File: config.mk
export PLATFORM = sky130hd
export DESIGN_NAME = button_debounce_autorepeat_flat
export DESIGN_NICKNAME = d
export VERILOG_FILES = /design/src/bda_pkg.sv /design/src/bda_if.sv /design/src/button_debounce_autorepeat.sv /design/src/flat_wrapper.sv
export SDC_FILE = /design/constraint.sdc
export NUM_CORES = 1
export LEC_CHECK = 0
export BUFFER_PORTS_ARGS = -buffer_cell sky130_fd_sc_hd__buf_2
export CAP_MARGIN = 5
export CELL_PAD_IN_SITES_DETAIL_PLACEMENT = 1
export CELL_PAD_IN_SITES_GLOBAL_PLACEMENT = 2
export CORE_MARGIN = 2
export CORE_UTILIZATION = 45
export DETAILED_ROUTE_END_ITERATION = 12
export PLACE_DENSITY = 0.85
export SYNTH_ARGS = -nofsm -noshare
export SYNTH_HDL_FRONTEND = slang
export SYNTH_SLANG_ARGS = --single-unit
File: constraint.sdc
create_clock -name clk -period 6.29 [get_ports clk]
set_input_delay 0.3145 -clock clk [delete_from_list [all_inputs] [get_ports clk]]
set_output_delay 0.3145 -clock clk [all_outputs]
set_load 0.02 [all_outputs]
File: src/bda_pkg.sv
// ----------------------------------------------------------------------------
// bda_pkg
// Shared types and constants for the button debounce / autorepeat block.
// ----------------------------------------------------------------------------
package bda_pkg;

    localparam int RAW_W   = 5;
    localparam int JOY_W   = 12;
    localparam int MASK_W  = 9;
    localparam int INT_W   = 8;
    localparam int STEP_W  = 8;
    localparam int CNT_W   = 10;
    localparam int CFG_IDX_W  = 3;
    localparam int CFG_DATA_W = 12;

    // held/press bit positions of the joystick directions
    localparam int BIT_RIGHT = 5;
    localparam int BIT_LEFT  = 6;
    localparam int BIT_UP    = 7;
    localparam int BIT_DOWN  = 8;

    localparam logic [CNT_W-1:0] COUNT_MAX = '1;

    typedef enum logic [CFG_IDX_W-1:0] {
        CFG_STEP_UP        = 3'd0,
        CFG_STEP_DOWN      = 3'd1,
        CFG_UPPER_PRESS    = 3'd2,
        CFG_UPPER_RELEASE  = 3'd3,
        CFG_LOWER_PRESS    = 3'd4,
        CFG_LOWER_RELEASE  = 3'd5,
        CFG_REPEAT_INITIAL = 3'd6,
        CFG_REPEAT_PERIOD  = 3'd7
    } cfg_idx_t;

    localparam logic [STEP_W-1:0] RST_STEP_UP        = 8'd1;
    localparam logic [STEP_W-1:0] RST_STEP_DOWN      = 8'd1;
    localparam logic [JOY_W-1:0]  RST_UPPER_PRESS    = 12'd3000;
    localparam logic [JOY_W-1:0]  RST_UPPER_RELEASE  = 12'd2800;
    localparam logic [JOY_W-1:0]  RST_LOWER_PRESS    = 12'd1000;
    localparam logic [JOY_W-1:0]  RST_LOWER_RELEASE  = 12'd1200;
    localparam logic [CNT_W-1:0]  RST_REPEAT_INITIAL = 10'd100;
    localparam logic [CNT_W-1:0]  RST_REPEAT_PERIOD  = 10'd10;

    typedef struct packed {
        logic [STEP_W-1:0] step_up;
        logic [STEP_W-1:0] step_down;
        logic [JOY_W-1:0]  upper_press;
        logic [JOY_W-1:0]  upper_release;
        logic [JOY_W-1:0]  lower_press;
        logic [JOY_W-1:0]  lower_release;
        logic [CNT_W-1:0]  repeat_initial;
        logic [CNT_W-1:0]  repeat_period;
    } cfg_t;

endpackage

File: src/bda_if.sv
// ----------------------------------------------------------------------------
// bda_if
// Valid/ready channels for scan samples and debounced results.
// ----------------------------------------------------------------------------
interface bda_in_if;
    logic                      valid;
    logic                      ready;
    logic [bda_pkg::RAW_W-1:0] raw_buttons;
    logic [bda_pkg::JOY_W-1:0] joy_x;
    logic [bda_pkg::JOY_W-1:0] joy_y;

    modport source (output valid, output raw_buttons, output joy_x, output joy_y,
                    input ready);
    modport sink   (input valid, input raw_buttons, input joy_x, input joy_y,
                    output ready);
endinterface

interface bda_out_if;
    logic                       valid;
    logic                       ready;
    logic [bda_pkg::MASK_W-1:0] held_mask;
    logic [bda_pkg::MASK_W-1:0] press_mask;

    modport source (output valid, output held_mask, output press_mask, input ready);
    modport sink   (input valid, input held_mask, input press_mask, output ready);
endinterface

File: src/button_debounce_autorepeat.sv
// ----------------------------------------------------------------------------
// button_debounce_autorepeat
// Integrator debounce of five buttons, joystick threshold hysteresis and
// per-channel autorepeat, one scan word per clock while result is not stalled.
// ----------------------------------------------------------------------------
// Usage:
//   sample : one scan tick per word (raw_buttons, joy_x, joy_y).
//   result : one word per tick (held_mask, press_mask), same order.
//   cfg_*  : register writes, index 0..7, taken on any edge with cfg_we high;
//            write only while no word is in flight.
// Timing:
//   A word lands in the input register, is evaluated there against the channel
//   state and is then registered into the result register: throughput 1 word
//   per cycle while result is not stalled. The rate is set by the update of
//   the integrator / hold counter state, done in full as each word is taken.
// Reset:
//   rst_n clears integrators, held bits, hold counts and phases and loads
//   the register defaults. No clearing pass is needed.
// Stall:
//   While result is stalled the result register holds, one more word waits
//   in the input register, and then sample.ready drops.
// ----------------------------------------------------------------------------
module button_debounce_autorepeat #(
    parameter int NUM_BUTTONS    = 5,
    parameter int NUM_CHANNELS   = 9,
    parameter int DEBOUNCE_LEVEL = 100
) (
    input  logic                          clk,
    input  logic                          rst_n,
    bda_in_if.sink                        sample,
    bda_out_if.source                     result,
    input  logic                          cfg_we,
    input  logic [bda_pkg::CFG_IDX_W-1:0] cfg_index,
    input  logic [bda_pkg::CFG_DATA_W-1:0] cfg_data
);
    import bda_pkg::*;

    localparam logic [MASK_W-1:0] CHAN_MASK = MASK_W'((1 << NUM_CHANNELS) - 1);
    localparam logic [MASK_W-1:0] BTN_OFF   =
        MASK_W'(RAW_W'('1) & ~RAW_W'((1 << NUM_BUTTONS) - 1));
    localparam logic [MASK_W-1:0] KEEP_MASK = CHAN_MASK & ~BTN_OFF;
    localparam logic [INT_W-1:0]  LEVEL     = INT_W'(DEBOUNCE_LEVEL);

    cfg_t cfg_reg;

    // input register
    logic             s1_valid_reg;
    logic [RAW_W-1:0] raw_reg;
    logic [JOY_W-1:0] jx_reg;
    logic [JOY_W-1:0] jy_reg;

    // result register
    logic              out_valid_reg;
    logic [MASK_W-1:0] held_out_reg;
    logic [MASK_W-1:0] press_out_reg;

    // channel state
    logic [INT_W-1:0]  int_reg   [RAW_W];
    logic [INT_W-1:0]  int_next  [RAW_W];
    logic [MASK_W-1:0] held_reg;
    logic [MASK_W-1:0] held_next;
    logic [CNT_W-1:0]  cnt_reg   [MASK_W];
    logic [CNT_W-1:0]  cnt_next  [MASK_W];
    logic [CNT_W-1:0]  phase_reg [MASK_W];
    logic [CNT_W-1:0]  phase_next[MASK_W];
    logic [MASK_W-1:0] repeats;
    logic [MASK_W-1:0] press;

    logic advance;
    logic take;

    assign advance      = !out_valid_reg || result.ready;
    assign take         = s1_valid_reg && advance;
    assign sample.ready = !s1_valid_reg || advance;

    assign result.valid      = out_valid_reg;
    assign result.held_mask  = held_out_reg;
    assign result.press_mask = press_out_reg;

    // ---------------- configuration ----------------
    always_ff @(posedge clk or negedge rst_n)
    begin
        if (!rst_n)
        begin
            cfg_reg.step_up        <= RST_STEP_UP;
            cfg_reg.step_down      <= RST_STEP_DOWN;
            cfg_reg.upper_press    <= RST_UPPER_PRESS;
            cfg_reg.upper_release  <= RST_UPPER_RELEASE;
            cfg_reg.lower_press    <= RST_LOWER_PRESS;
            cfg_reg.lower_release  <= RST_LOWER_RELEASE;
            cfg_reg.repeat_initial <= RST_REPEAT_INITIAL;
            cfg_reg.repeat_period  <= RST_REPEAT_PERIOD;
        end
        else if (cfg_we)
        begin
            case (cfg_idx_t'(cfg_index))
                CFG_STEP_UP:        cfg_reg.step_up        <= cfg_data[STEP_W-1:0];
                CFG_STEP_DOWN:      cfg_reg.step_down      <= cfg_data[STEP_W-1:0];
                CFG_UPPER_PRESS:    cfg_reg.upper_press    <= cfg_data[JOY_W-1:0];
                CFG_UPPER_RELEASE:  cfg_reg.upper_release  <= cfg_data[JOY_W-1:0];
                CFG_LOWER_PRESS:    cfg_reg.lower_press    <= cfg_data[JOY_W-1:0];
                CFG_LOWER_RELEASE:  cfg_reg.lower_release  <= cfg_data[JOY_W-1:0];
                CFG_REPEAT_INITIAL: cfg_reg.repeat_initial <= cfg_data[CNT_W-1:0];
                CFG_REPEAT_PERIOD:  cfg_reg.repeat_period  <= cfg_data[CNT_W-1:0];
                default:            cfg_reg <= cfg_reg;
            endcase
        end
    end

    // ---------------- datapath ----------------
    always_comb
    begin
        logic [INT_W:0]  sum;
        logic            bumped;
        logic [CNT_W-1:0] c;
        logic [CNT_W:0]  p;
        logic [MASK_W-1:0] h;

        h = held_reg;

        for (int i = 0; i < RAW_W; i++)
        begin
            sum = {1'b0, int_reg[i]} + {1'b0, cfg_reg.step_up};
            int_next[i] = int_reg[i];
            if (raw_reg[i])
            begin
                if (sum >= {1'b0, LEVEL})
                begin
                    int_next[i] = LEVEL;
                    h[i] = 1'b1;
                end
                else
                begin
                    int_next[i] = sum[INT_W-1:0];
                end
            end
            else if (int_reg[i] <= cfg_reg.step_down)
            begin
                int_next[i] = '0;
                h[i] = 1'b0;
            end
            else
            begin
                int_next[i] = int_reg[i] - cfg_reg.step_down;
            end
        end

        // set first, clear wins
        if (jx_reg > cfg_reg.upper_press)   h[BIT_RIGHT] = 1'b1;
        if (jx_reg < cfg_reg.upper_release) h[BIT_RIGHT] = 1'b0;
        if (jx_reg < cfg_reg.lower_press)   h[BIT_LEFT]  = 1'b1;
        if (jx_reg > cfg_reg.lower_release) h[BIT_LEFT]  = 1'b0;
        if (jy_reg > cfg_reg.upper_press)   h[BIT_UP]    = 1'b1;
        if (jy_reg < cfg_reg.upper_release) h[BIT_UP]    = 1'b0;
        if (jy_reg < cfg_reg.lower_press)   h[BIT_DOWN]  = 1'b1;
        if (jy_reg > cfg_reg.lower_release) h[BIT_DOWN]  = 1'b0;

        held_next = h & KEEP_MASK;

        for (int i = 0; i < MASK_W; i++)
        begin
            repeats[i]    = 1'b0;
            cnt_next[i]   = '0;
            phase_next[i] = '0;
            bumped        = 1'b0;
            c             = '0;
            p             = '0;
            if (held_next[i])
            begin
                bumped = (cnt_reg[i] != COUNT_MAX);
                c = cnt_reg[i] + CNT_W'(bumped);
                cnt_next[i]   = c;
                phase_next[i] = phase_reg[i];
                if (bumped && c == cfg_reg.repeat_initial)
                begin
                    repeats[i]    = 1'b1;
                    phase_next[i] = '0;
                end
                else if (c >= cfg_reg.repeat_initial)
                begin
                    p = {1'b0, phase_reg[i]} + 1'b1;
                    if (p >= {1'b0, cfg_reg.repeat_period})
                    begin
                        repeats[i] = 1'b1;
                        p = '0;
                    end
                    phase_next[i] = p[CNT_W-1:0];
                end
            end
        end

        press = ((~held_reg & held_next) | repeats) & KEEP_MASK;
    end

    // ---------------- registers ----------------
    always_ff @(posedge clk or negedge rst_n)
    begin
        if (!rst_n)
        begin
            s1_valid_reg  <= 1'b0;
            out_valid_reg <= 1'b0;
            held_reg      <= '0;
            for (int i = 0; i < RAW_W; i++)
            begin
                int_reg[i] <= '0;
            end
            for (int i = 0; i < MASK_W; i++)
            begin
                cnt_reg[i]   <= '0;
                phase_reg[i] <= '0;
            end
        end
        else
        begin
            if (sample.ready)
            begin
                s1_valid_reg <= sample.valid;
            end
            if (advance)
            begin
                out_valid_reg <= s1_valid_reg;
            end
            if (take)
            begin
                held_reg <= held_next;
                for (int i = 0; i < RAW_W; i++)
                begin
                    int_reg[i] <= int_next[i];
                end
                for (int i = 0; i < MASK_W; i++)
                begin
                    cnt_reg[i]   <= cnt_next[i];
                    phase_reg[i] <= phase_next[i];
                end
            end
        end
    end

    always_ff @(posedge clk)
    begin
        if (sample.valid && sample.ready)
        begin
            raw_reg <= sample.raw_buttons;
            jx_reg  <= sample.joy_x;
            jy_reg  <= sample.joy_y;
        end
        if (take)
        begin
            held_out_reg  <= held_next;
            press_out_reg <= press;
        end
    end

`ifndef SYNTH
    a_press_needs_held: assert property (@(posedge clk) disable iff (!rst_n)
        out_valid_reg |-> ((press_out_reg & ~held_out_reg) == '0))
        else $error("press reported on a channel that is not held");

    a_missing_chan_zero: assert property (@(posedge clk) disable iff (!rst_n)
        out_valid_reg |-> (((held_out_reg | press_out_reg) & ~KEEP_MASK) == '0))
        else $error("missing channel reported");

    a_stage_kept: assert property (@(posedge clk) disable iff (!rst_n)
        (s1_valid_reg && !advance) |=> (s1_valid_reg && $stable(raw_reg)))
        else $error("input register lost a word under stall");

    a_held_follows_take: assert property (@(posedge clk) disable iff (!rst_n)
        !take |=> $stable(held_reg))
        else $error("held state changed without a word");

    a_int_bounded: assert property (@(posedge clk) disable iff (!rst_n)
        (int_reg[0] <= LEVEL) && (int_reg[RAW_W-1] <= LEVEL))
        else $error("integrator above debounce level");
`endif

endmodule
File: src/flat_wrapper.sv
// flat-port wrapper written by rule: the top's interface ports become plain ports
module button_debounce_autorepeat_flat import bda_pkg::*;
#(
    parameter int NUM_BUTTONS    = 5,
    parameter int NUM_CHANNELS   = 9,
    parameter int DEBOUNCE_LEVEL = 100
)
  (clk, rst_n, cfg_we, cfg_index, cfg_data, sample_valid, sample_raw_buttons, sample_joy_x, sample_joy_y, sample_ready, result_valid, result_held_mask, result_press_mask, result_ready);
  bda_in_if sample_i ();
  bda_out_if result_i ();
  input  logic clk;
  input  logic rst_n;
  input  logic cfg_we;
  input  logic [bda_pkg::CFG_IDX_W-1:0] cfg_index;
  input  logic [bda_pkg::CFG_DATA_W-1:0] cfg_data;
  input wire logic [$bits(sample_i.valid)-1:0] sample_valid;
  input wire logic [$bits(sample_i.raw_buttons)-1:0] sample_raw_buttons;
  input wire logic [$bits(sample_i.joy_x)-1:0] sample_joy_x;
  input wire logic [$bits(sample_i.joy_y)-1:0] sample_joy_y;
  output wire logic [$bits(sample_i.ready)-1:0] sample_ready;
  output wire logic [$bits(result_i.valid)-1:0] result_valid;
  output wire logic [$bits(result_i.held_mask)-1:0] result_held_mask;
  output wire logic [$bits(result_i.press_mask)-1:0] result_press_mask;
  input wire logic [$bits(result_i.ready)-1:0] result_ready;
  assign sample_i.valid = sample_valid;
  assign sample_i.raw_buttons = sample_raw_buttons;
  assign sample_i.joy_x = sample_joy_x;
  assign sample_i.joy_y = sample_joy_y;
  assign sample_ready = sample_i.ready;
  assign result_valid = result_i.valid;
  assign result_held_mask = result_i.held_mask;
  assign result_press_mask = result_i.press_mask;
  assign result_i.ready = result_ready;
  button_debounce_autorepeat #(.NUM_BUTTONS(NUM_BUTTONS), .NUM_CHANNELS(NUM_CHANNELS), .DEBOUNCE_LEVEL(DEBOUNCE_LEVEL)) u_core (.clk(clk), .rst_n(rst_n), .sample(sample_i), .result(result_i), .cfg_we(cfg_we), .cfg_index(cfg_index), .cfg_data(cfg_data));
endmodule
==> results.py <==
metrics = {
    "outcome": {
        "status": "finished, final reports clean",
    },
    "global_route": {
        "grt_pass1_wl_um": 131600,
        "groute.usage.overall_pct": 26.27,
        "grt_max_degree": 141,
        "grt_pass1_vias": 24380,
        "grt_remaining_overflow": 0,
        "antenna_found_initial": 0,
    },
    "critical_path": {
        "crit_fanout": 10,
        "reg2reg_setup_slack_ns": 1.75,
        "startpoint_type": "register",
        "endpoint": "u_core.phase_reg[26]",
        "ff2ff_path_depth": 15,
        "setup.worst_path.class": "register to register",
        "r2r-start": "u_core.cnt_reg[22]",
        "end_kind": "register",
        "critPathArrivalTime_ns": 5.05,
        "worstSetupStartpoint": "u_core.cnt_reg[22]",
        "rr_endpoint": "u_core.phase_reg[26]",
        "cp_data_required_time_ns": 6.81,
    },
    "clock_tree": {
        "cts_made_buffers": 46,
        "cts_root_buffer": "clkbuf_16",
        "worstSkewPairLatency_ns": 0.61,
        "cts.sink_count": 362,
        "post_cts_buffers": 0,
        "postCtsResizedCells": 0,
        "clkTransAtPathRegs_ns": 0.06,
        "cts_buffer_depth": 3,
        "htreeDepth": 2,
        "cts_tree": "yes",
        "cts_hold_buf": 34,
    },
    "logic_synthesis": {
        "synth_seq_cells": 362,
        "synth_area_per_cell_um2": 9.414,
        "synth_edf_count": 47,
        "synthTopCellsByArea": "dfrtp_1 (26%), ha_1 (18%), edfxtp_1 (5.2%)",
        "ys_async_sr_fraction_pct": 87.02,
        "ys_seq_area_share_pct": 34.43,
        "synthDistinctLibCells": 90,
        "synth_cells": 2879,
        "netlist_top_cells_count": "ha_1 (387), nand2_1 (290), dfrtp_1 (285), o21ai_0 (177), inv_1 (169)",
        "synthFlopType": "dfrtp_1",
        "synth_most_common_cell": "ha_1",
        "synth_warnings": 0,
        "synth_top_area_share_pct": 26.31,
        "synth.largest_area_cell": "dfrtp_1",
        "syn-num-nets": 3325,
        "syn_area_um2": 27100,
    },
    "worst_hold_path": {
        "min_from": "cfg_data[9]",
        "hp-class": "primary input to register",
    },
    "final_layout": {
        "drive_gt1_share_pct": 9.502,
        "diodes": 0,
        "syn_to_final_growth_pct": 11.12,
        "layout.nets": 3418,
        "final_cells": 3783,
    },
    "timing": {
        "rsz0062_at_grt": "false",
        "fmax_mhz": 220.5,
        "finClkSkew_ns": 0.02360,
        "tns_ns": 0,
        "final_hold_viol_count": 0,
        "final-setup-viol-count": 0,
        "slew_viol_final": 0,
        "period_minus_slack_ns": 4.536,
        "worst_slew_pin_slew_ns": 1.253,
        "fin_crit_sh_pct": 72.11,
        "slew_headroom_pct": 15.78,
    },
    "place": {
        "hpwlAfterDp_um": 57450,
        "dp.cells": 3663,
        "port_buffers": 68,
        "place.gp.congestion": 0.8572,
    },
    "power_and_ir_drop": {
        "peakVddDrop_mv": 0.2786,
        "power.density_nw_per_um2": 374.4,
        "leakage_nw": 14.26,
    },
    "floorplanning": {
        "io_pins": 69,
        "num_rows": 89,
        "initial_utilization_pct": 45.75,
        "core_um2": 59240,
        "die_area_um2": 62210,
        "dieWidth_um": 249.4,
        "die_h_um": 249.4,
    },
    "route": {
        "via_per_inst": 6.001,
        "drc": 0,
        "wl_per_cell_um": 21.55,
        "ant_nets": 0,
        "drt_iter0_markers": 959,
        "first_pass_iters": 5,
        "wl_um": 81520,
        "vias": 22700,
    },
    "run": {
        "cap_violations": 0,
    },
}
## report_power, final
| group | internal [W] | switching (W) |
|---|---|---|
| Clock | 0.00156 | 0.00112 |
| Sequential | 0.00284 | 0.000482 |
| Combinational | 0.00205 | 0.00323 |
## cells in the final DEF (no fill, tap or decap), types with 32 or more instances in the layout
cell type / count
nor2_1: 129
a21o_1: 128
mux2_2: 60
edfxtp_1: 47
dlygate4sd3_1: 34
o21ai_0: 177
nand3_1: 110
ha_1: 387
a211oi_1: 36
xor2_1: 78
nand4_1: 61
a21oi_1: 137
and3_1: 36
inv_1: 169
a31oi_1: 32
dfrtp_1: 285
clkbuf_16: 46
xnor2_1: 108
nand2_1: 289
nor3_1: 58
buf_2: 67
## layout make-up
type,count,area (um^2)
Clock buffer,67,1290
Sequential cell,362,9331
Clock inverter,19,210.2
Fill cell,6760,29120
Timing Repair Buffer,115,813.3
Inverter,173,654.4
Multi-Input combinational cell,2274,16850
Tap cell,773,967.2
## worst max-delay path, stage by stage, from the launching register on
cell	delay, ns
dfrtp_1	0.43
and4_1	0.30
nand4_1	0.18
ha_1	0.28
ha_1	0.25
and3_1	0.22
nand3_1	0.17
xnor2_1	0.15
ha_1	0.28
and3_1	0.17
a221o_1	0.34
a31oi_1	0.14
o21ai_0	0.18
o31ai_1	1.04
nand2_1	0.17
o211ai_1	0.14
## metal layers
metal,up-vias,track usage [%],wire [um]
met3,138,2.399,2338
met5,-,0,0
met1,11430,34.19,37090
met4,0,9.329,2764
li1,10790,-,-
met2,349,45.59,39330
## metrics by stage
stage / setup slack [ns] / utilization (%) / hold slack [ns] / cell area [um^2] / total power (W)
6_report: 1.754 / 50.84 / 0.02995 / 30120 / 0.01127
4_1_cts: 1.759 / 50.84 / 0.0005408 / 30120 / 0.01134
3_3_place_gp: 2.029 / 47.73 / 0.3464 / 28280 / 0.008272
3_5_place_dp: 1.768 / 47.73 / 0.3503 / 28280 / 0.008565
2_1_floorplan: 2.585 / - / 0.01891 / 27100 / 0.006989
5_1_grt: 1.465 / 50.84 / 0.01448 / 30120 / 0.01211
## kinds of logic after synthesis
kind of cell               after synthesis  synth area share (%)
AOI/OAI and AO/OA                      764                 18.95
muxes                                   69                 2.825
xor gates and xnor gates               187                 6.071
and+or+nand+nor                        857                 15.66
buffers and inverters                  243                 3.462
DFF                                    362                 34.43
adders and majority gates              397                 18.60
## worst min path at each step
stage                                      end  slack (ns)  depth (start not counted)
final                       u_core.cfg_reg[65]        0.03                          3
after global routing        u_core.cfg_reg[65]        0.01                          3
after CTS                   u_core.cfg_reg[41]      0.0005                          3
after detailed placement  u_core.phase_reg[16]        0.35                          1
after global placement    u_core.phase_reg[16]        0.35                          1
after floorplan              u_core.cfg_reg[0]        0.02                          0
Power figures use the tool's default switching activity.
